File: src/hw/rtl/cfd_pkg.sv
// Shared constants and types for the CAN signal field decoder.
package cfd_pkg;

    localparam int DEF_MAX_SIGNAL_BYTES = 4;
    localparam int DEF_FRACTION_BITS    = 8;

    localparam int IN_W       = 64;
    localparam int OUT_W      = 58;
    localparam int TDATA_W    = ((OUT_W + 7) / 8) * 8;
    localparam int CFG_W      = 16;
    localparam int CFG_ADDR_W = 3;
    localparam int DEN_W      = 16;

    localparam logic [CFG_ADDR_W-1:0] REG_CHANNEL    = 3'd0;
    localparam logic [CFG_ADDR_W-1:0] REG_FIRST_BYTE = 3'd1;
    localparam logic [CFG_ADDR_W-1:0] REG_SIG_LEN    = 3'd2;
    localparam logic [CFG_ADDR_W-1:0] REG_LITTLE_END = 3'd3;
    localparam logic [CFG_ADDR_W-1:0] REG_SIGNED     = 3'd4;
    localparam logic [CFG_ADDR_W-1:0] REG_OFFSET     = 3'd5;
    localparam logic [CFG_ADDR_W-1:0] REG_MULTIPLIER = 3'd6;
    localparam logic [CFG_ADDR_W-1:0] REG_DIVISOR    = 3'd7;

    localparam logic [2:0] CHAN_NONE     = 3'd0;
    localparam logic [2:0] CHAN_RESERVED = 3'd7;

    typedef struct packed {
        logic [2:0]  first_byte;
        logic [2:0]  sig_len;
        logic        little_endian;
        logic        signed_mode;
        logic [15:0] offset_value;
    } cfd_fmt_t;

    typedef struct packed {
        logic ok;
        logic neg;
    } cfd_side_t;

endpackage

File: src/hw/rtl/cfd_scale.sv
// Magnitude split and multiply by the scale multiplier, two register stages.
module cfd_scale #(
    parameter int V_W = 34,
    localparam int P_W = V_W + cfd_pkg::DEN_W
) (
    input  logic                      clk,
    input  logic                      rst_n,
    input  logic                      adv,
    input  logic                      in_valid,
    input  logic                      in_ok,
    input  logic [V_W-1:0]            v,
    input  logic [cfd_pkg::DEN_W-1:0] mult,
    output logic                      out_valid,
    output cfd_pkg::cfd_side_t        out_side,
    output logic [P_W-1:0]            p
);
    import cfd_pkg::*;

    logic            a_valid_reg;
    cfd_side_t       a_side_reg;
    logic [V_W-1:0]  a_mag_reg;
    logic            b_valid_reg;
    cfd_side_t       b_side_reg;
    logic [P_W-1:0]  b_p_reg;

    always_ff @(posedge clk or negedge rst_n)
    begin
        if (!rst_n)
        begin
            a_valid_reg <= 1'b0;
            b_valid_reg <= 1'b0;
        end
        else if (adv)
        begin
            a_valid_reg <= in_valid;
            b_valid_reg <= a_valid_reg;
        end
    end

    always_ff @(posedge clk)
    begin
        if (adv)
        begin
            a_side_reg.ok  <= in_ok;
            a_side_reg.neg <= v[V_W-1];
            a_mag_reg      <= v[V_W-1] ? (V_W'(0) - v) : v;
            b_side_reg     <= a_side_reg;
            b_p_reg        <= P_W'(a_mag_reg) * P_W'(mult);
        end
    end

    assign out_valid = b_valid_reg;
    assign out_side  = b_side_reg;
    assign p         = b_p_reg;

endmodule

File: config.mk
export PLATFORM = sky130hd
export DESIGN_NAME = cfd_scale
export DESIGN_NICKNAME = d
export VERILOG_FILES = /design/src/hw/rtl/cfd_pkg.sv /design/src/hw/rtl/cfd_scale.sv
export SDC_FILE = /design/constraint.sdc
export NUM_CORES = 1
export LEC_CHECK = 0
export BUFFER_PORTS_ARGS = -buffer_cell sky130_fd_sc_hd__buf_2
export CAP_MARGIN = 25
export CORE_MARGIN = 4
export CORE_UTILIZATION = 34
export CTS_CLUSTER_DIAMETER = 200
export DETAILED_ROUTE_END_ITERATION = 6
export HOLD_SLACK_MARGIN = 0.03
export PLACE_DENSITY = 0.62
export SKIP_LAST_GASP = 1
export SYNTH_ARGS = -nofsm -noshare
export SYNTH_HDL_FRONTEND = slang
export SYNTH_SLANG_ARGS = --single-unit
File: constraint.sdc
create_clock -name clk -period 5.95 [get_ports clk]
set_clock_uncertainty 0.15 [all_clocks]
set_input_delay 0.8925 -clock clk [delete_from_list [all_inputs] [get_ports clk]]
set_output_delay 0.8925 -clock clk [all_outputs]
set_load 0.1 [all_outputs]
After elaboration in Yosys (flattened, before gate mapping):

Cells that the tools add are included.

* add/subtract/negate cells: 1
* multipliers: 1
* multiplexer cells: 1

Operators by type and width (count)
* 34-bit by 16-bit multiplier with 50-bit output: 1
* 1-bit by 34-bit subtractor with 34-bit output, first input constant: 1
* 33-bit 2-to-1 mux: 1

* register bits after elaboration: 90
* word-level logic and storage cells: 12

Logic depth before layout (Yosys ltp):

Gate-level depths: netlist of the first run.

* depth after elaboration: 2
* mapped depth: 24
* mapped depth without buffers: 22

Worst setup path after synthesis of the first run:

No wires, ideal clock.

* kind: input port to flip-flop
* from: in mult[9] (netlist name)
* to: reg b_p_reg[45], in the netlist p[45] (data pin)
* arrival time: 6.440 ns
* data required time: 5.626 ns
* setup slack: -0.814 ns
* stages on the path: 22
* buffers on the path: 3
* path through: clkbuf_1 > clkbuf_1 > nand2_1 > fa_1 > inv_1 > fa_1 > fa_1 > fa_1 > fa_1 > inv_1 > fa_1 > inv_1 > ha_1 > clkbuf_1 > and4_1 > nand3_1 > or3_1 > a21oi_1 > o2111ai_1 > a21boi_0 > nor4b_1 > a311oi_1

* word-level cells in the longest chain between the ends: 1

Ends and longest elaborated chain
* from (decl): line cfd_scale.sv:12 `input logic [cfd_pkg::DEN_W-1:0] mult,`
* 34-bit by 16-bit multiplier with 50-bit output: line cfd_scale.sv:48 `b_p_reg <= P_W'(a_mag_reg) * P_W'(mult);`
* to (signal assigned): line cfd_scale.sv:48
* to (decl): line cfd_scale.sv:24 `logic [P_W-1:0] b_p_reg;`

Every way passes these cells.
A chain may end at the register's enable or synchronous reset.

Worst setup path in the final report of the first run:

* from: in mult[4] (netlist name)
* to: reg b_p_reg[46], in the netlist p[46] (data pin)

Same word-level chain as after synthesis.

==> results.toml, run 1 <==
[worst_setup_path]
timing.critical_path.cells = "buf_12 -> and2_4 -> fa_1 -> inv_2 -> fa_1 -> fa_1 -> fa_1 -> inv_2 -> fa_1 -> fa_1 -> ha_4 -> and3_4 -> a221oi_2 -> o211ai_1 -> buf_4 -> buf_4 -> buf_6 -> o21ai_4 -> o2111ai_2 -> buf_6 -> a31o_4 -> buf_6 -> a311oi_4"
cp_delay_by_family_top = "adder cells"
critical_path.max_stage_delay_ns = 0.55
worst-path-buf-inv = 8
rr_startpoint = "a_mag_reg[7]"
reg2reg_depth = 23
crit_top_cell = "sky130_fd_sc_hd__fa_1"
setup.worst_path.start_class = "primary input"
worst_r2r_endpoint = "p[46]"
worst_setup_path_end_kind = "flop"
worst-endpoint-arrival_ns = 6.63
cp_slowest_cell = "sky130_fd_sc_hd__fa_1"
path_max_fanout = 7
crit_type = "primary input to flop"
crit_required_ns = 6.01
rrSetupSlack_ns = -0.59

[route]
routed_via_density = 4.894
dr.first_iter.drc_count = 840
detail_route.drc_violations = 0
wirelength_um = 59510
final_antenna_net_count = 0
routed_wire_length_per_instance_um = 17.82
drt_pre_antenna_iters = 5
num_vias = 16340

[synth]
number_of_flops_mapped_to_enable_cells_by_yosys = 88
leading_post_synthesis_cells_by_cell_area = "sky130_fd_sc_hd__fa_1 43%, sky130_fd_sc_hd__edfxtp_1 13%, sky130_fd_sc_hd__inv_1 8.5%, sky130_fd_sc_hd__ha_1 7.5%, sky130_fd_sc_hd__and2_1 7.2%"
yosysUniqueCellTypes = 57
synth-seq-area-share_pct = 13.04
ys_seq_elements = 90
synthesis.area_mm2 = 0.02064
synth_top_cell_by_area = "sky130_fd_sc_hd__fa_1"
synth-async-reset-ratio_pct = 2.222
synth-warning-count = 0
synth_top_area_share_pct = 43.26
synth_ff_type = "sky130_fd_sc_hd__edfxtp_1"
synth_fp_nets = 2819
synthCells = 2195
postSynthAreaPerCell_um2 = 9.404

[placed_design]
place_hpwl_um = 48230
place_inst = 3259
gpl.final_weighted_congestion = 0.9056
buffer_ports.inserted = 107

[global_routing]
first_global_vias = 18460
number_of_antenna_violations_at_the_first_check_in_global_routing = 0
grt_remaining_overflow = 0
globalRouteTotalUtil_pct = 19.26
grt_start_max_net_pins = 51
global_route_wire_length_before_repair_um = 97000

[finish]
seqCellArea_mm2 = 0.002693
layoutNonFillerInstCount = 3339
multiInputGateArea_mm2 = 0.01700
layout.nets = 3176
layout-area-overhead-vs-synth_pct = 28.25
fill_cells = 5716
drive_above_1_share_pct = 27.38
insertedDiodeCount = 0
largest_register_ffs = 50
utilization_pct = 43.94

[clock_network]
tritoncts = "yes"
clk_latency_ns = 0.40
clk_transition_reported_paths_ns = 0.08
clock_tree.root_cell = "sky130_fd_sc_hd__clkbuf_16"
total_of_hold_buffers_inserted_after_clock_tree_synthesis = 0
cts.sinks = 90
max-clock-path-buffers = 2
clock_tree.htree_level_count = 3
cts-buffers-inserted = 9

[hold_path]
worstHoldPathType = "primary input to async pin"

[sta]
final_number_of_hold_violating_endpoints = 0
report.final.slew_viol_count = 0
slew_headroom_pct = 55.54
setup-violations-final = 29
setup-tns-final_ns = -10.50
fmax_ghz = 0.1521
finalHoldWorstSlack_ns = 0.1252
final.min_clock_period_ns = 6.575
tightest_slew_ns = 0.6669
period_share_pct = 110.5
grt_setup_unrepaired = "true"
final_setup_slack_of_the_worst_path_ns = -0.6250

[floorplan]
die_height_um = 254.4
initial_core_util_pct = 34.26
placeableCoreArea_mm2 = 0.06025
die-area_mm2 = 0.06471
die_w_um = 254.4
io_pins = 108
fp-row-count = 90

[job]
maxCapViolations = 0

[status]
outcome = "finished, violations left"
violated_checks = "setup timing"
[stage by stage]
| stage | instance area, µm² | worst slack (ns) |
|---|---|---|
| CTS | 25840 | -0.5873 |
| global placement | 24270 | -1.357 |
| floorplan | 21060 | -0.4728 |
| finish | 26470 | -0.6250 |
| global route | 26470 | -0.7755 |
| detailed placement | 24270 | -1.389 |
[cells in the mapped netlist, types with 6 or more instances]
cell,n
sky130_fd_sc_hd__o21ai_0,42
sky130_fd_sc_hd__o21bai_1,9
sky130_fd_sc_hd__nand3_1,18
sky130_fd_sc_hd__nand4_1,8
sky130_fd_sc_hd__nor2_1,24
sky130_fd_sc_hd__and2_1,236
sky130_fd_sc_hd__a211oi_1,7
sky130_fd_sc_hd__xor2_1,19
sky130_fd_sc_hd__xnor2_1,55
sky130_fd_sc_hd__nor2b_1,6
sky130_fd_sc_hd__inv_1,468
sky130_fd_sc_hd__o31ai_1,9
sky130_fd_sc_hd__ha_1,123
sky130_fd_sc_hd__fa_1,446
sky130_fd_sc_hd__edfxtp_1,88
sky130_fd_sc_hd__clkbuf_1,102
sky130_fd_sc_hd__a21oi_1,58
sky130_fd_sc_hd__and3_1,9
sky130_fd_sc_hd__a21o_1,26
sky130_fd_sc_hd__nand2_1,360
[layout make-up]
type	instances	share of cell area [%]
Clock inverter	7	0.3072
Clock buffer	9	0.8508
Tap cell	782	3.696
Multi-Input combinational cell	1535	64.21
Timing Repair Buffer	448	14.13
Sequential cell	90	10.17
Inverter	468	6.636
[cells in the final DEF (no fill, tap or decap), types with 7 or more instances in the layout]
cell | Yosys | final
sky130_fd_sc_hd__a21o_1 | 26 | 26
sky130_fd_sc_hd__a21oi_1 | 58 | 32
sky130_fd_sc_hd__a21oi_2 | 0 | 17
sky130_fd_sc_hd__a21oi_4 | 0 | 9
sky130_fd_sc_hd__and2_1 | 236 | 211
sky130_fd_sc_hd__and2_4 | 0 | 25
sky130_fd_sc_hd__and3_1 | 9 | 8
sky130_fd_sc_hd__buf_12 | 0 | 19
sky130_fd_sc_hd__buf_2 | 0 | 95
sky130_fd_sc_hd__buf_4 | 0 | 274
sky130_fd_sc_hd__buf_6 | 0 | 43
sky130_fd_sc_hd__buf_8 | 0 | 8
sky130_fd_sc_hd__clkbuf_16 | 0 | 9
sky130_fd_sc_hd__edfxtp_1 | 88 | 88
sky130_fd_sc_hd__fa_1 | 446 | 414
sky130_fd_sc_hd__fa_2 | 0 | 32
sky130_fd_sc_hd__ha_1 | 123 | 102
sky130_fd_sc_hd__ha_4 | 0 | 21
sky130_fd_sc_hd__inv_1 | 468 | 432
sky130_fd_sc_hd__inv_2 | 0 | 36
sky130_fd_sc_hd__nand2_1 | 360 | 345
sky130_fd_sc_hd__nand2_2 | 0 | 10
sky130_fd_sc_hd__nand3_1 | 18 | 13
sky130_fd_sc_hd__nand4_1 | 8 | 8
sky130_fd_sc_hd__nor2_1 | 24 | 17
sky130_fd_sc_hd__o21ai_0 | 42 | 24
sky130_fd_sc_hd__o21ai_1 | 0 | 7
sky130_fd_sc_hd__o21bai_1 | 9 | 9
sky130_fd_sc_hd__o31ai_1 | 9 | 7
sky130_fd_sc_hd__xnor2_1 | 55 | 50
sky130_fd_sc_hd__xor2_1 | 19 | 16
[how the worst max path moves through the flow]
stage | slack [ns] | startpoint | end | depth (start not counted)
5_1_grt | -0.78 | a_mag_reg[7] | p[44] | 22
3_3_place_gp | -1.36 | mult[4] | p[44] | 19
6_report | -0.63 | mult[4] | p[46] | 23
3_5_place_dp | -1.39 | mult[3] | p[44] | 18
2_1_floorplan | -0.47 | mult[6] | p[44] | 19
4_1_cts | -0.59 | mult[4] | p[49] | 24
[metal layers]
metal	track usage, %	vias to the layer above	part of all wire, %
met4	8.495	0	5.0
met3	2.458	134	4.8
met2	34.97	476	52
met5	0	-	0
met1	22.93	8399	38
li1	-	7332	-
[what timing repair did]
item,in CTS,in global routing
resized for setup,190,133
endpoints found under the setup margin,35,35
buffers inserted,36,24
cloned,7,1
pin swaps,84,111
[cells by family (layout without fill, tap and decap cells)]
kind of cell             after synthesis  after routing  share of synthesized area (%)
AO/OA/AOI/OAI                        196            196                          6.068
adder cells (fa/ha/maj)              569            569                          50.71
multiplexers                           3              3                         0.1576
flip-flops                            90             90                          13.04
buffers and inverters                570            932                          10.37
AND/OR/NAND/NOR                      693            693                          16.51
XOR/XNOR                              74             74                          3.140
Power of run 1 is not shown: default switching activity piles up to over one toggle a cycle in this logic, so the estimate is an artifact.
==> inputs of run 2 (changes only) <==
--- a/config.mk
+++ b/config.mk
@@ -9,10 +9,9 @@
 export CAP_MARGIN = 25
 export CORE_MARGIN = 4
 export CORE_UTILIZATION = 34
-export CTS_CLUSTER_DIAMETER = 200
 export DETAILED_ROUTE_END_ITERATION = 6
 export HOLD_SLACK_MARGIN = 0.03
-export PLACE_DENSITY = 0.62
+export PLACE_DENSITY = 0.6
 export SKIP_LAST_GASP = 1
 export SYNTH_ARGS = -nofsm -noshare
 export SYNTH_HDL_FRONTEND = slang
==> constraint.sdc (replaced) <==
create_clock -name clk -period 8.55 [get_ports clk]
set_clock_uncertainty 0.15 [all_clocks]
set_input_delay 1.2825 -clock clk [delete_from_list [all_inputs] [get_ports clk]]
set_output_delay 1.2825 -clock clk [all_outputs]
set_load 0.1 [all_outputs]
==> run 2 against run 1 <==
Net effect:
- the run now ends clean
- routed wire length shrank 8.5%
- cell count shrank 9.9%
- first-iteration DRC count shrank 8.9%
==> results.toml, run 2 (same netlist as run 1, synthesis figures left out) <==
[placed_design]
placed_area_mm2 = 0.02184
buffer_ports.inserted = 107
gpl.final_weighted_congestion = 0.8780
place_hpwl_um = 43010

[global_routing]
globalRouteTotalUtil_pct = 17.50
grt_remaining_overflow = 0
number_of_antenna_violations_at_the_first_check_in_global_routing = 1
global_route_wire_length_before_repair_um = 89900
grt_start_max_net_pins = 55
first_global_vias = 16950

[clock_network]
tritoncts = "yes"
clk_latency_ns = 0.38
cts.sinks = 90
total_of_hold_buffers_inserted_after_clock_tree_synthesis = 0
clock_tree.htree_level_count = 3
postCtsSetupRepairBufs = 0
cts-buffers-inserted = 9
clock_tree.root_cell = "sky130_fd_sc_hd__clkbuf_16"
clk_transition_reported_paths_ns = 0.07
max-clock-path-buffers = 2
cts_resized = 0

[worst_setup_path]
crit_required_ns = 8.53
worst_setup_path_end_kind = "flop"
worst_r2r_endpoint = "p[44]"
worst_setup_path_endpoint = "p[44]"
reg2reg_depth = 17
rrSetupSlack_ns = 1.21
rr_startpoint = "a_mag_reg[10]"
critPathLaunch = "mult[1]"
path_max_fanout = 34
crit_type = "primary input to flop"
setup.worst_path.start_class = "primary input"
worst-endpoint-arrival_ns = 7.90

[route]
num_vias = 15150
routed_wire_length_per_instance_um = 18.11
final_antenna_net_count = 0
dr.first_iter.drc_count = 765
detail_route.drc_violations = 0
drt_pre_antenna_iters = 5
routed_via_density = 5.037
wirelength_um = 54470

[hold_path]
worstHoldPathType = "flop to flop"
worstHoldStart = "a_side_reg[0]"

[sta]
period_share_pct = 92.56
tightest_slew_ns = 0.9463
grt_setup_unrepaired = "false"
final_number_of_hold_violating_endpoints = 0
fmax_ghz = 0.1264
finalHoldWorstSlack_ns = 0.2735
final.min_clock_period_ns = 7.914
report.final.slew_viol_count = 0
setup-tns-final_ns = 0
setup-violations-final = 0
slew_headroom_pct = 36.91

[finish]
layout_commonest_cell = "sky130_fd_sc_hd__inv_1"
final_cell_area_mm2 = 0.02212
insertedDiodeCount = 0
layout-area-overhead-vs-synth_pct = 7.177
utilization_pct = 36.72
drive_above_1_share_pct = 6.697
layout.nets = 2844
fill_cells = 6065
most_frequent_cells_in_the_layout = "468 x sky130_fd_sc_hd__inv_1, 446 x sky130_fd_sc_hd__fa_1, 360 x sky130_fd_sc_hd__nand2_1"
largest_register_ffs = 50

[job]
maxCapViolations = 0

[floorplan]
die_w_um = 254.4
fp-row-count = 90
io_pins = 108
die-area_mm2 = 0.06471
initial_core_util_pct = 34.26
die_height_um = 254.4
placeableCoreArea_mm2 = 0.06025

[status]
outcome = "completed"
[run 2: how the worst min path moves through the flow]
stage | slack, ns | endpoint | cells past startpoint
after floorplan | 0.25 | out_side[0] | 0
final | 0.27 | out_side[0] | 0
after detailed placement | 0.26 | out_side[0] | 0
after global routing | 0.28 | out_side[0] | 0
after CTS | 0.28 | out_side[0] | 0
after global placement | 0.25 | out_side[0] | 0
[run 2: critical path, stage by stage]
cell and delay (ns):
sky130_fd_sc_hd__buf_2 0.61, sky130_fd_sc_hd__nand2_1 0.19, sky130_fd_sc_hd__fa_1 0.56, sky130_fd_sc_hd__fa_1 0.57
sky130_fd_sc_hd__fa_1 0.45, sky130_fd_sc_hd__fa_1 0.55, sky130_fd_sc_hd__inv_1 0.05, sky130_fd_sc_hd__fa_1 0.49
sky130_fd_sc_hd__fa_1 0.42, sky130_fd_sc_hd__ha_1 0.39, sky130_fd_sc_hd__and3_1 0.20, sky130_fd_sc_hd__nand3_1 0.12
sky130_fd_sc_hd__o211ai_1 0.29, sky130_fd_sc_hd__o211ai_1 0.15, sky130_fd_sc_hd__a2111oi_0 0.72, sky130_fd_sc_hd__o211ai_1 0.31
sky130_fd_sc_hd__and3_1 0.25, sky130_fd_sc_hd__a211o_1 0.26
[run 2: area by class of cell]
| type | instances | area (µm²) | area share, % |
|---|---|---|---|
| Timing Repair Buffer | 116 | 605.6 | 2.737 |
| Sequential cell | 90 | 2693 | 12.17 |
| Clock inverter | 6 | 51.30 | 0.2319 |
| Multi-Input combinational cell | 1535 | 15810 | 71.46 |
| Inverter | 468 | 1757 | 7.941 |
| Clock buffer | 10 | 229.0 | 1.035 |
| Tap cell | 782 | 978.4 | 4.423 |
[run 2: per-stage QoR]
stage          instances  worst slack, ns
2_1_floorplan       2195            1.396
3_3_place_gp        2991           0.4299
3_5_place_dp        2991           0.2979
4_1_cts             3007           0.6752
5_1_grt             3007           0.3173
6_report            3007           0.6358
[run 2: layer usage]
layer	track usage (%)	routed length, µm	vias up
li1	-	-	6667
met1	23.26	23130	7909
met2	29.86	26570	467
met3	2.988	3292	100
met4	4.608	1465	2
met5	0	13	-
Power of run 2 is left out for the same reason.
