### src/hw/rtl/cfd_pkg.sv
// Shared constants and types for the CAN signal field decoder.
package cfd_pkg;

    localparam int DEF_MAX_SIGNAL_BYTES = 4;
    localparam int DEF_FRACTION_BITS    = 8;

    localparam int IN_W       = 64;
    localparam int OUT_W      = 58;
    localparam int TDATA_W    = ((OUT_W + 7) / 8) * 8;
    localparam int CFG_W      = 16;
    localparam int CFG_ADDR_W = 3;
    localparam int DEN_W      = 16;

    localparam logic [CFG_ADDR_W-1:0] REG_CHANNEL    = 3'd0;
    localparam logic [CFG_ADDR_W-1:0] REG_FIRST_BYTE = 3'd1;
    localparam logic [CFG_ADDR_W-1:0] REG_SIG_LEN    = 3'd2;
    localparam logic [CFG_ADDR_W-1:0] REG_LITTLE_END = 3'd3;
    localparam logic [CFG_ADDR_W-1:0] REG_SIGNED     = 3'd4;
    localparam logic [CFG_ADDR_W-1:0] REG_OFFSET     = 3'd5;
    localparam logic [CFG_ADDR_W-1:0] REG_MULTIPLIER = 3'd6;
    localparam logic [CFG_ADDR_W-1:0] REG_DIVISOR    = 3'd7;

    localparam logic [2:0] CHAN_NONE     = 3'd0;
    localparam logic [2:0] CHAN_RESERVED = 3'd7;

    typedef struct packed {
        logic [2:0]  first_byte;
        logic [2:0]  sig_len;
        logic        little_endian;
        logic        signed_mode;
        logic [15:0] offset_value;
    } cfd_fmt_t;

    typedef struct packed {
        logic ok;
        logic neg;
    } cfd_side_t;

endpackage

### src/hw/rtl/cfd_extract.sv
// Byte extraction, sign extension (signed 1- and 2-byte signals only) and offset add, one register stage.
module cfd_extract #(
    parameter int MAX_SIGNAL_BYTES = cfd_pkg::DEF_MAX_SIGNAL_BYTES,
    localparam int RAW_W = 8 * MAX_SIGNAL_BYTES,
    localparam int V_W   = ((RAW_W > 16) ? RAW_W : 16) + 2
) (
    input  logic                     clk,
    input  logic                     rst_n,
    input  logic                     adv,
    input  logic                     in_valid,
    input  logic                     in_ok,
    input  logic [cfd_pkg::IN_W-1:0] frame,
    input  cfd_pkg::cfd_fmt_t        fmt,
    output logic                     out_valid,
    output logic                     out_ok,
    output logic [V_W-1:0]           v
);
    import cfd_pkg::*;

    logic [2:0]       n;
    logic [2:0]       src;
    logic [3:0]       idx;
    logic [RAW_W-1:0] raw;
    logic [V_W-1:0]   ext;
    logic [V_W-1:0]   sub;
    logic [V_W-1:0]   off;
    logic [V_W-1:0]   v_next;
    logic             valid_reg;
    logic             ok_reg;
    logic [V_W-1:0]   v_reg;

    always_comb
    begin
        n   = (fmt.sig_len > 3'(MAX_SIGNAL_BYTES)) ? 3'(MAX_SIGNAL_BYTES) : fmt.sig_len;
        raw = '0;
        src = '0;
        idx = '0;
        for (int k = 0; k < MAX_SIGNAL_BYTES; k++)
        begin
            if (3'(k) < n)
            begin
                src = fmt.little_endian ? 3'(k) : 3'(n - 3'(1) - 3'(k));
                idx = {1'b0, fmt.first_byte} + {1'b0, src};
                if (!idx[3])
                begin
                    raw[8*k +: 8] = frame[{idx[2:0], 3'b000} +: 8];
                end
            end
        end
        ext = V_W'(raw);
        sub = '0;
        if (fmt.signed_mode)
        begin
            if (n == 3'd1 && ext[7])
            begin
                sub = V_W'(256);
            end
            else if (n == 3'd2 && ext[15])
            begin
                sub = V_W'(65536);
            end
        end
        off    = {{(V_W-16){fmt.offset_value[15]}}, fmt.offset_value};
        v_next = ext - sub + off;
    end

    always_ff @(posedge clk or negedge rst_n)
    begin
        if (!rst_n)
        begin
            valid_reg <= 1'b0;
        end
        else if (adv)
        begin
            valid_reg <= in_valid;
        end
    end

    always_ff @(posedge clk)
    begin
        if (adv)
        begin
            ok_reg <= in_ok;
            v_reg  <= v_next;
        end
    end

    assign out_valid = valid_reg;
    assign out_ok    = ok_reg;
    assign v         = v_reg;

endmodule

### config.mk
export PLATFORM = sky130hd
export DESIGN_NAME = cfd_extract
export DESIGN_NICKNAME = d
export VERILOG_FILES = /design/src/hw/rtl/cfd_pkg.sv /design/src/hw/rtl/cfd_extract.sv
export SDC_FILE = /design/constraint.sdc
export NUM_CORES = 1
export LEC_CHECK = 0
export BUFFER_PORTS_ARGS = -buffer_cell sky130_fd_sc_hd__buf_2
export CAP_MARGIN = 20
export CORE_ASPECT_RATIO = 1.1
export CORE_MARGIN = 2
export CORE_UTILIZATION = 45
export DETAILED_ROUTE_END_ITERATION = 16
export GPL_TIMING_DRIVEN = 0
export PLACE_DENSITY_LB_ADDON = 0.15
export REMOVE_ABC_BUFFERS = 1
export SLEW_MARGIN = 15
export SYNTH_ARGS = -nofsm -noshare
export SYNTH_HDL_FRONTEND = slang
export SYNTH_SLANG_ARGS = --single-unit
### constraint.sdc
create_clock -name clk -period 1.1 [get_ports clk]
set_clock_uncertainty 0.15 [all_clocks]
set_input_delay 0.165 -clock clk [delete_from_list [all_inputs] [get_ports clk]]
set_output_delay 0.165 -clock clk [all_outputs]
set_load 0.01 [all_outputs]
* After elaboration in Yosys (flattened, before gate mapping)
Cells that the tools add are included.
Cells by class: add/subtract/negate cells 10, $lt $le $gt $ge 5, equality and inequality tests 2, shift operators 4, multiplexer cells 16, reduce and logical (&&, ||, !) cells 2
Operator list (count):
- 64-bit by 7-bit variable part select with 8-bit output | 4
- 8-bit 2-to-1 mux | 8
- 17-bit 2-to-1 mux | 3
- 34-bit adder | 1
- 32-bit by 34-bit subtractor with 34-bit output | 1
- 3-bit by 3-bit adder with 4-bit output | 4
- 3-bit 2-to-1 mux | 5
- 1-bit by 3-bit < comparator with 1-bit output, first input constant | 2
- 2-bit by 3-bit < comparator with 1-bit output, first input constant | 2
- 3-bit by 1-bit subtractor with 3-bit output, second input constant | 2
- 3-bit by 2-bit subtractor with 3-bit output, second input constant | 2
- 3-bit by 1-bit == test with 1-bit output, second input constant | 1
- 3-bit by 2-bit == test with 1-bit output, second input constant | 1
- 3-bit greater-than comparator, second input constant | 1
- 1-bit logical AND | 2
Word-level totals: flip-flop bits (word level) 36, input bits 93, output and inout port bits 36, word-level logic and storage cells 42

* Longest topological paths before layout
Gate-level depths: netlist (run 1).
word-level depth 15, mapped depth 23, depth with buffers taken out 21

* Worst setup path before layout (run 1)
OpenSTA, ideal clock, no wires.
kind input to register, start input port fmt[20] (netlist name), end register v_reg[33] (netlist: v[33]) (data pin), library setup time 0.259 ns, arrival 4.976 ns, required time 0.691 ns, slack -4.285 ns, stages 21, buffers on the path 2, cell sequence clkbuf_1 inv_1 a21oi_1 ha_1 inv_1 fa_1 xnor2_1 clkbuf_1 mux4_2 mux2i_1 or2_2 ha_1 inv_1 ha_1 o211ai_1 o21ai_2 o2111ai_2 o41ai_2 a31oi_1 o31a_1 o31a_1
Between the ends: longest elaborated chain between the ends 15, elaborated cells between the ends (all ways) 39, classes of those cells add/sub (10); order compare (5); eq/ne (2); shift (4); mux (16); reduce/logical (2)
RTL lines:
- from (decl) | line cfd_extract.sv:13 | input cfd_pkg::cfd_fmt_t fmt,
- 3-bit greater-than comparator | line cfd_extract.sv:34 | n = (fmt.sig_len > 3'(MAX_SIGNAL_BYTES)) ? 3'(MAX_SIGNAL_BYTES) : fmt.sig_len;
- 3-bit 2-to-1 mux (*) | line cfd_extract.sv:34
- 3-bit by 1-bit subtractor with 3-bit output (2 in series) | line cfd_extract.sv:42 | src = fmt.little_endian ? 3'(k) : 3'(n - 3'(1) - 3'(k));
- 3-bit 2-to-1 mux | line cfd_extract.sv:42
- 3-bit by 3-bit adder with 4-bit output | line cfd_extract.sv:43 | idx = {1'b0, fmt.first_byte} + {1'b0, src};
- 64-bit by 7-bit variable part select with 8-bit output | line cfd_extract.sv:46 | raw[8*k +: 8] = frame[{idx[2:0], 3'b000} +: 8];
- 8-bit 2-to-1 mux | line cfd_extract.sv:44 | if (!idx[3])
- 8-bit 2-to-1 mux | line cfd_extract.sv:40 | if (3'(k) < n)
- 1-bit logical AND | line cfd_extract.sv:58 | else if (n == 3'd2 && ext[15])
- 17-bit 2-to-1 mux | line cfd_extract.sv:58
- 17-bit 2-to-1 mux | line cfd_extract.sv:54 | if (n == 3'd1 && ext[7])
- 17-bit 2-to-1 mux | line cfd_extract.sv:52 | if (fmt.signed_mode)
- 32-bit by 34-bit subtractor with 34-bit output (*) | line cfd_extract.sv:64 | v_next = ext - sub + off;
- 34-bit adder (*) | line cfd_extract.sv:64
- net v_next[33] | line cfd_extract.sv:27 | logic [V_W-1:0] v_next;
- to (signal assigned) | line cfd_extract.sv:84 | v_reg <= v_next;
- to (decl) | line cfd_extract.sv:30 | logic [V_W-1:0] v_reg;
The timed path passes the listed nets; every way through them passes the cells marked *. A chain may end at the register's enable or synchronous reset.

* Final worst setup path (run 1)
start input port fmt[20] (netlist name), end register v_reg[31] (netlist: v[31]) (data pin)
Same word-level chain as after synthesis.

==> results of run 1 <==
-- Yosys cell counts, types with 2 or more instances --
| cell | count |
|---|---|
| nand2_1 | 31 |
| a211o_1 | 5 |
| nor2_1 | 24 |
| or2_2 | 29 |
| clkbuf_1 | 16 |
| inv_1 | 90 |
| a21o_1 | 17 |
| o31a_1 | 2 |
| buf_2 | 7 |
| xor2_1 | 14 |
| nor4_1 | 2 |
| o21ai_0 | 16 |
| or3_1 | 2 |
| a211oi_1 | 4 |
| a31oi_1 | 4 |
| edfxtp_1 | 35 |
| mux2i_1 | 30 |
| o21ai_1 | 2 |
| o31ai_1 | 2 |
| o211ai_1 | 6 |
| nor3_1 | 4 |
| a21oi_1 | 37 |
| nand3_1 | 4 |
| and3_1 | 2 |
| nand4_1 | 3 |
| nand2b_1 | 5 |
| mux4_2 | 64 |
| xnor2_1 | 19 |
| o21bai_1 | 8 |
| buf_1 | 5 |
| nor2b_1 | 5 |
| ha_1 | 73 |
| o21a_1 | 5 |
| fa_1 | 7 |
-- how the worst max path moves through the flow --
stage / end / slack [ps] / startpoint
floorplan: v[26] / -4180 / fmt[20]
global placement: v[26] / -5830 / fmt[20]
detailed placement: v[26] / -4820 / fmt[20]
CTS: v[26] / -3250 / fmt[18]
global route: v[31] / -3460 / fmt[20]
finish: v[31] / -3360 / fmt[20]
-- metrics by stage --
stage | TNS [ps] | hold WS, ps
after CTS | -93370 | 24.1
after floorplan | -122370 | -281
after global routing | -101700 | 36.3
final | -97070 | 28.0
after global placement | -177960 | -210
after detailed placement | -145720 | -209
-- critical path, stage by stage --
cell and delay (ps):
buf_12 100, inv_8 40, a21oi_4 150, ha_4 170, inv_2 40, fa_2 390, xnor2_4 210, buf_6 170
mux4_2 340, mux2i_4 190, or2_4 170, ha_4 120, inv_1 60, ha_4 280, o211ai_1 120, o21ai_4 220
o2111ai_4 190, o41ai_4 300, buf_4 190, a31oi_4 120, o31a_1 330, buf_4 140, xor2_1 130
-- cells by family (layout without fill, tap and decap cells) --
family                   after synthesis  in the layout
AO/OA/AOI/OAI                        120            120
buffers and inverters                118            313
AND/OR/NAND/NOR                      116            116
multiplexers                          95             95
adder cells (fa/ha/maj)               80             80
flip-flops                            36             36
XOR/XNOR                              33             33
-- routing by layer --
metal  vias to the layer above  GRT usage [%]  part of all wire (%)
met4                         0           9.83                   3.4
li1                       2600              -                     -
met5                         -              0                     0
met3                        37           3.68                   5.2
met1                      2648           28.1                    40
met2                       212           42.6                    52
-- repair_timing --
item | CTS | global route
pin swaps | 66 | 36
hold buffers | 3 | 0
buffers inserted | 58 | 19
cloned | 1 | 0
gates resized for setup | 170 | 38
setup endpoints to repair | 58 | 69
endpoints found under the hold margin | 3 | 0
-- final cells by class --
cell class / instances / share of cell area, %
clock buffers: 7 / 1.76
flip-flops and latches: 36 / 12.4
inverters: 90 / 4.03
multi-input cells: 444 / 62.0
well taps: 161 / 2.32
repair buffers: 215 / 17.2
clock inverters: 1 / 0.346
-- power groups by stage --
| stage | clock (mW) | sequential (mW) | combinational [mW] |
|---|---|---|---|
| 2_1_floorplan | 0 | 2.96 | 5.60 |
| 3_3_place_gp | 0 | 2.58 | 8.14 |
| 3_5_place_dp | 0 | 2.61 | 8.28 |
| 4_1_cts | 1.77 | 2.59 | 11.4 |
| 5_1_grt | 1.82 | 2.64 | 13.5 |
| 6_report | 1.76 | 2.57 | 12.6 |
==> impl_metrics.tcl, run 1 <==
set metrics [dict create \
    largest_register_ff_count 34 \
    maxCapViolCount 0 \
    leakagePower_nw 3.80 \
    slew_headroom_pct 59.3 \
    multiInputGateArea_um2 5390 \
    max_freq_mhz 224 \
    ratio_of_cells_with_drive_above_1_in_the_final_layout_pct 54.7 \
    power_frac_comb_pct 74.5 \
    crit-reg2reg-capture "out_valid" \
    drtAntennaViolNets 0 \
    fillCellCount 990 \
    placeableCoreArea_um2 13200 \
    worst-path-max-fanout 8 \
    layout_commonest_cell "buf_2" \
    ys_seq_elements 36 \
    path_clk_slew_ps 60 \
    power_frac_clock_pct 10.4 \
    synthTopCellsByArea "mux4_2, edfxtp_1, ha_1, inv_1, mux2i_1" \
    netSwitchingFraction_pct 41.2 \
    syn-mean-instance-area_um2 10.1 \
    number_of_global_route_vias_before_repair 5469 \
    initial_utilization_pct 45.7 \
    grt-ovfl-total 0 \
    post-synth-top-area-cell "mux4_2" \
    critPathKind "in -> reg" \
    drc_errors 0 \
    portBuffers 128 \
    chipWidth_um 114 \
    design.portCount 129 \
    yosys_warnings 0 \
    syn_to_final_growth_pct 44.4 \
    rrSetupSlack_ps 220 \
    number_of_buffers_added_by_the_clock_tree_synthesis_step 5 \
    ff_latch_area_um2 1080 \
    dominant_combinational_cell_family_by_area_after_synthesis "multiplexers" \
    post_drt_wl_per_cell_um 18.5 \
    preCtsSetupSlack_ps -4820 \
    vdd_drop_max_mv 1.05 \
    wl_mm 17.7 \
    timing.critical_path.from_type "input port" \
    kind_of_end_point_of_the_critical_path "register" \
    max-clock-path-buffers 2 \
    n_antenna_cell 0 \
    stdcell_count 954 \
    synth_xor_area_share_pct 4.80 \
    htreeDepth 2 \
    synthAdderAreaFrac_pct 17.5 \
    place_area_um2 6870 \
    kind_of_path_behind_the_tightest_hold_check "in -> reg" \
    chipHeight_um 125 \
    rows 44 \
    drt-initial-drc-count 255 \
    cell_internal_power_mw 9.98 \
    p_per_area_nw_per_um2 1950 \
    setup_viol_count_final 48 \
    power.sequential.fraction_pct 15.2 \
    number_of_antenna_violations_at_the_first_check_in_global_routing 0 \
    post_detailed_route_via_to_cell_ratio 5.76 \
    via_count 5497 \
    design_area_um2 8690 \
    largest_net_degree_at_the_start_of_global_routing 37 \
    synth.area.mux_share_pct 29.1 \
    total_switching_power_mw 6.98 \
    cts.sink_count 36 \
    timing.final.hold_violations 0 \
    rsz0062_at_grt "yes" \
    synth_sequential_area_ratio_pct 17.9 \
    grt_first_pass_wirelength_mm 26.9 \
    finalPower_mw 17.0 \
    synth_ff_type "edfxtp_1" \
    post-route-period-util_pct 405 \
    crit_arrival_ps 4340 \
    slew_violations 0 \
    first_pass_iters 6 \
    hold-path-cell-count 2 \
    worst-endpoint-required_ps 990 \
    r2r.worst_path.cells 1 \
    synth_compound_gate_area_share_pct 13.4 \
    r2r_start "out_valid" \
    dp_hpwl_mm 12.5 \
    mappedNetlistArea_um2 6020 \
    placed_cells 865 \
    worst_skew_pair.late_latency_ps 290 \
    timing.hold.worst_endpoint "v[0]" \
    number_of_enable_flip_flop_cells_after_synthesis 35 \
    async_reset_ff_share_pct 2.78 \
    tightestPinTransition_ps 610 \
    die_area_um2 14300 \
    most-common-layout-cells "buf_2, inv_1, mux4_2" \
    nNetsFinal 965 \
    synth_cells 598 \
    setup_ws_ps -3360 \
    violated_checks "setup timing" \
    clock_tree_from_tritoncts "yes" \
    aggregate_global_route_resource_usage_pct 23.8 \
    fin_crit_ps 4460 \
    yosysUniqueCellTypes 53 \
    timing.hold.worst.start "fmt[0]" \
    synthSimpleGateAreaFrac_pct 9.77 \
    fin_util_pct 66.1 \
    status "finished with violations" \
    synth_top_area_share_pct 24.0 \
    ctsRootBufferMaster "clkbuf_16" \
    gpl.final_weighted_congestion 0.885 \
]
(Power assumes the default switching activity.)
==> run 2, diff against run 1 <==
CORE_ASPECT_RATIO = 0.8   (was 1.1)
==> impl_metrics.tcl, run 2 (same netlist as run 1, synthesis figures left out) <==
set metrics [dict create \
    status "finished with violations" \
    violated_checks "setup timing" \
    setup_ws_ps -3380 \
    nNetsFinal 977 \
    preCtsSetupSlack_ps -4950 \
    max-clock-path-buffers 2 \
    aggregate_global_route_resource_usage_pct 26.7 \
    path_clk_slew_ps 60 \
    kind_of_end_point_of_the_critical_path "register" \
    timing.final.hold_violations 0 \
    r2r_start "out_valid" \
    chipWidth_um 133 \
    most-common-layout-cells "buf_2, inv_1, mux4_2" \
    post_drt_wl_per_cell_um 20.5 \
    worst-path-max-fanout 6 \
    number_of_buffers_added_by_the_clock_tree_synthesis_step 5 \
    placed_cells 879 \
    number_of_antenna_violations_at_the_first_check_in_global_routing 1 \
    cts.sink_count 36 \
    slew_violations 0 \
    global_route.peak_usage_layer "met2" \
    crit_arrival_ps 4350 \
    layout_commonest_cell "buf_2" \
    critPathKind "in -> reg" \
    use_met2_pct 44.9 \
    dp_hpwl_mm 13.1 \
    max_freq_mhz 223 \
    kind_of_path_behind_the_tightest_hold_check "in -> async" \
    syn_to_final_growth_pct 49.2 \
    die_area_um2 14300 \
    via_count 5838 \
    finalPower_mw 17.5 \
    portBuffers 128 \
    grt.met1_usage_pct 35.6 \
    rows 37 \
    maxCapViolCount 0 \
    wl_mm 20.1 \
    largest_register_ff_count 34 \
    place_area_um2 6890 \
    drc_errors 0 \
    fillCellCount 939 \
    htreeDepth 2 \
    post-route-period-util_pct 407 \
    worst-endpoint-required_ps 970 \
    initial_utilization_pct 46.4 \
    fin_util_pct 69.2 \
    timing.critical_path.from_type "input port" \
    crit_start "fmt[20]" \
    vdd_drop_max_mv 0.939 \
    chipHeight_um 107 \
    fin_crit_ps 4480 \
    drtAntennaViolNets 0 \
    rsz0062_at_grt "yes" \
    first_pass_iters 5 \
    fin_setup_tns_ps -98080 \
    stdcell_count 980 \
    holdWs_ps 42.6 \
    number_of_global_route_vias_before_repair 5768 \
    p_per_area_nw_per_um2 1950 \
    setup_viol_count_final 44 \
    design.portCount 129 \
    tightestPinTransition_ps 712 \
    ctsRootBufferMaster "clkbuf_16" \
    grtUsageMet3_pct 5.51 \
    drt-initial-drc-count 459 \
    leakagePower_nw 3.89 \
    clock_tree_from_tritoncts "yes" \
    slew_headroom_pct 52.5 \
    grt_first_pass_wirelength_mm 30.0 \
    gpl.final_weighted_congestion 0.906 \
    worst_skew_pair.late_latency_ps 280 \
    design_area_um2 8970 \
    n_antenna_cell 0 \
    post_detailed_route_via_to_cell_ratio 5.96 \
    largest_net_degree_at_the_start_of_global_routing 37 \
    grt-ovfl-total 0 \
    ratio_of_cells_with_drive_above_1_in_the_final_layout_pct 57.9 \
    placeableCoreArea_um2 13000 \
]
-- run 2: metal layers --
layer | routed length [µm] | vias to the layer above
met4 | 523 | 2
met2 | 9740 | 302
met3 | 1510 | 58
met1 | 8300 | 2855
met5 | 13 | -
li1 | - | 2621
-- run 2: timing repair --
item / in CTS / in global routing
gates cloned: 2 / 1
hold buffers: 3 / 0
endpoints found under the hold margin: 3 / 0
setup buffers: 64 / 30
resized for setup: 183 / 75
endpoints found under the setup margin: 52 / 69
pin swaps: 60 / 50
-- run 2: worst max-delay path, cell delays in order --
cell and delay (ps):
buf_12 100, buf_6 100, nor2b_4 30, or2_4 260
fa_2 390, xnor2_4 220, buf_6 150, buf_6 140
mux4_2 310, mux2i_2 240, or2_4 160, ha_1 210
inv_1 100, ha_4 230, buf_4 160, o21ai_0 230
a21oi_1 160, a21boi_2 190, o41ai_4 120, a31oi_4 290
buf_6 170, o21bai_1 70, xor2_1 150
-- run 2: final cells by class --
| cell class | count | area (µm²) | area share (%) |
|---|---|---|---|
| repair buffers | 227 | 1650 | 18.4 |
| flip-flops and latches | 36 | 1080 | 12.0 |
| multi-input cells | 444 | 5510 | 61.4 |
| clock buffers | 6 | 129 | 1.44 |
| well taps | 175 | 219 | 2.44 |
| clock inverters | 2 | 35.0 | 0.390 |
| inverters | 90 | 355 | 3.96 |
-- run 2: report_power, final --
part / leakage [nW] / switching [mW] / total [mW] / internal (mW)
logic: 3.46 / 6.65 / 13.3 / 6.67
clock network: 0.0808 / 0.564 / 1.63 / 1.07
registers: 0.354 / 0.121 / 2.56 / 2.44
-- run 2: final timing paths --
kind | cells past startpoint | slack, ps | to
min in group clk | 2 | 60 | v[0]
worst max-delay path | 23 | -3380 | v[23]
worst min-delay path | 2 | 40 | out_valid
max in group asynchronous | 2 | 670 | out_valid
worst max register to register | 1 | 210 | out_valid
worst min register to register | 1 | 360 | out_valid
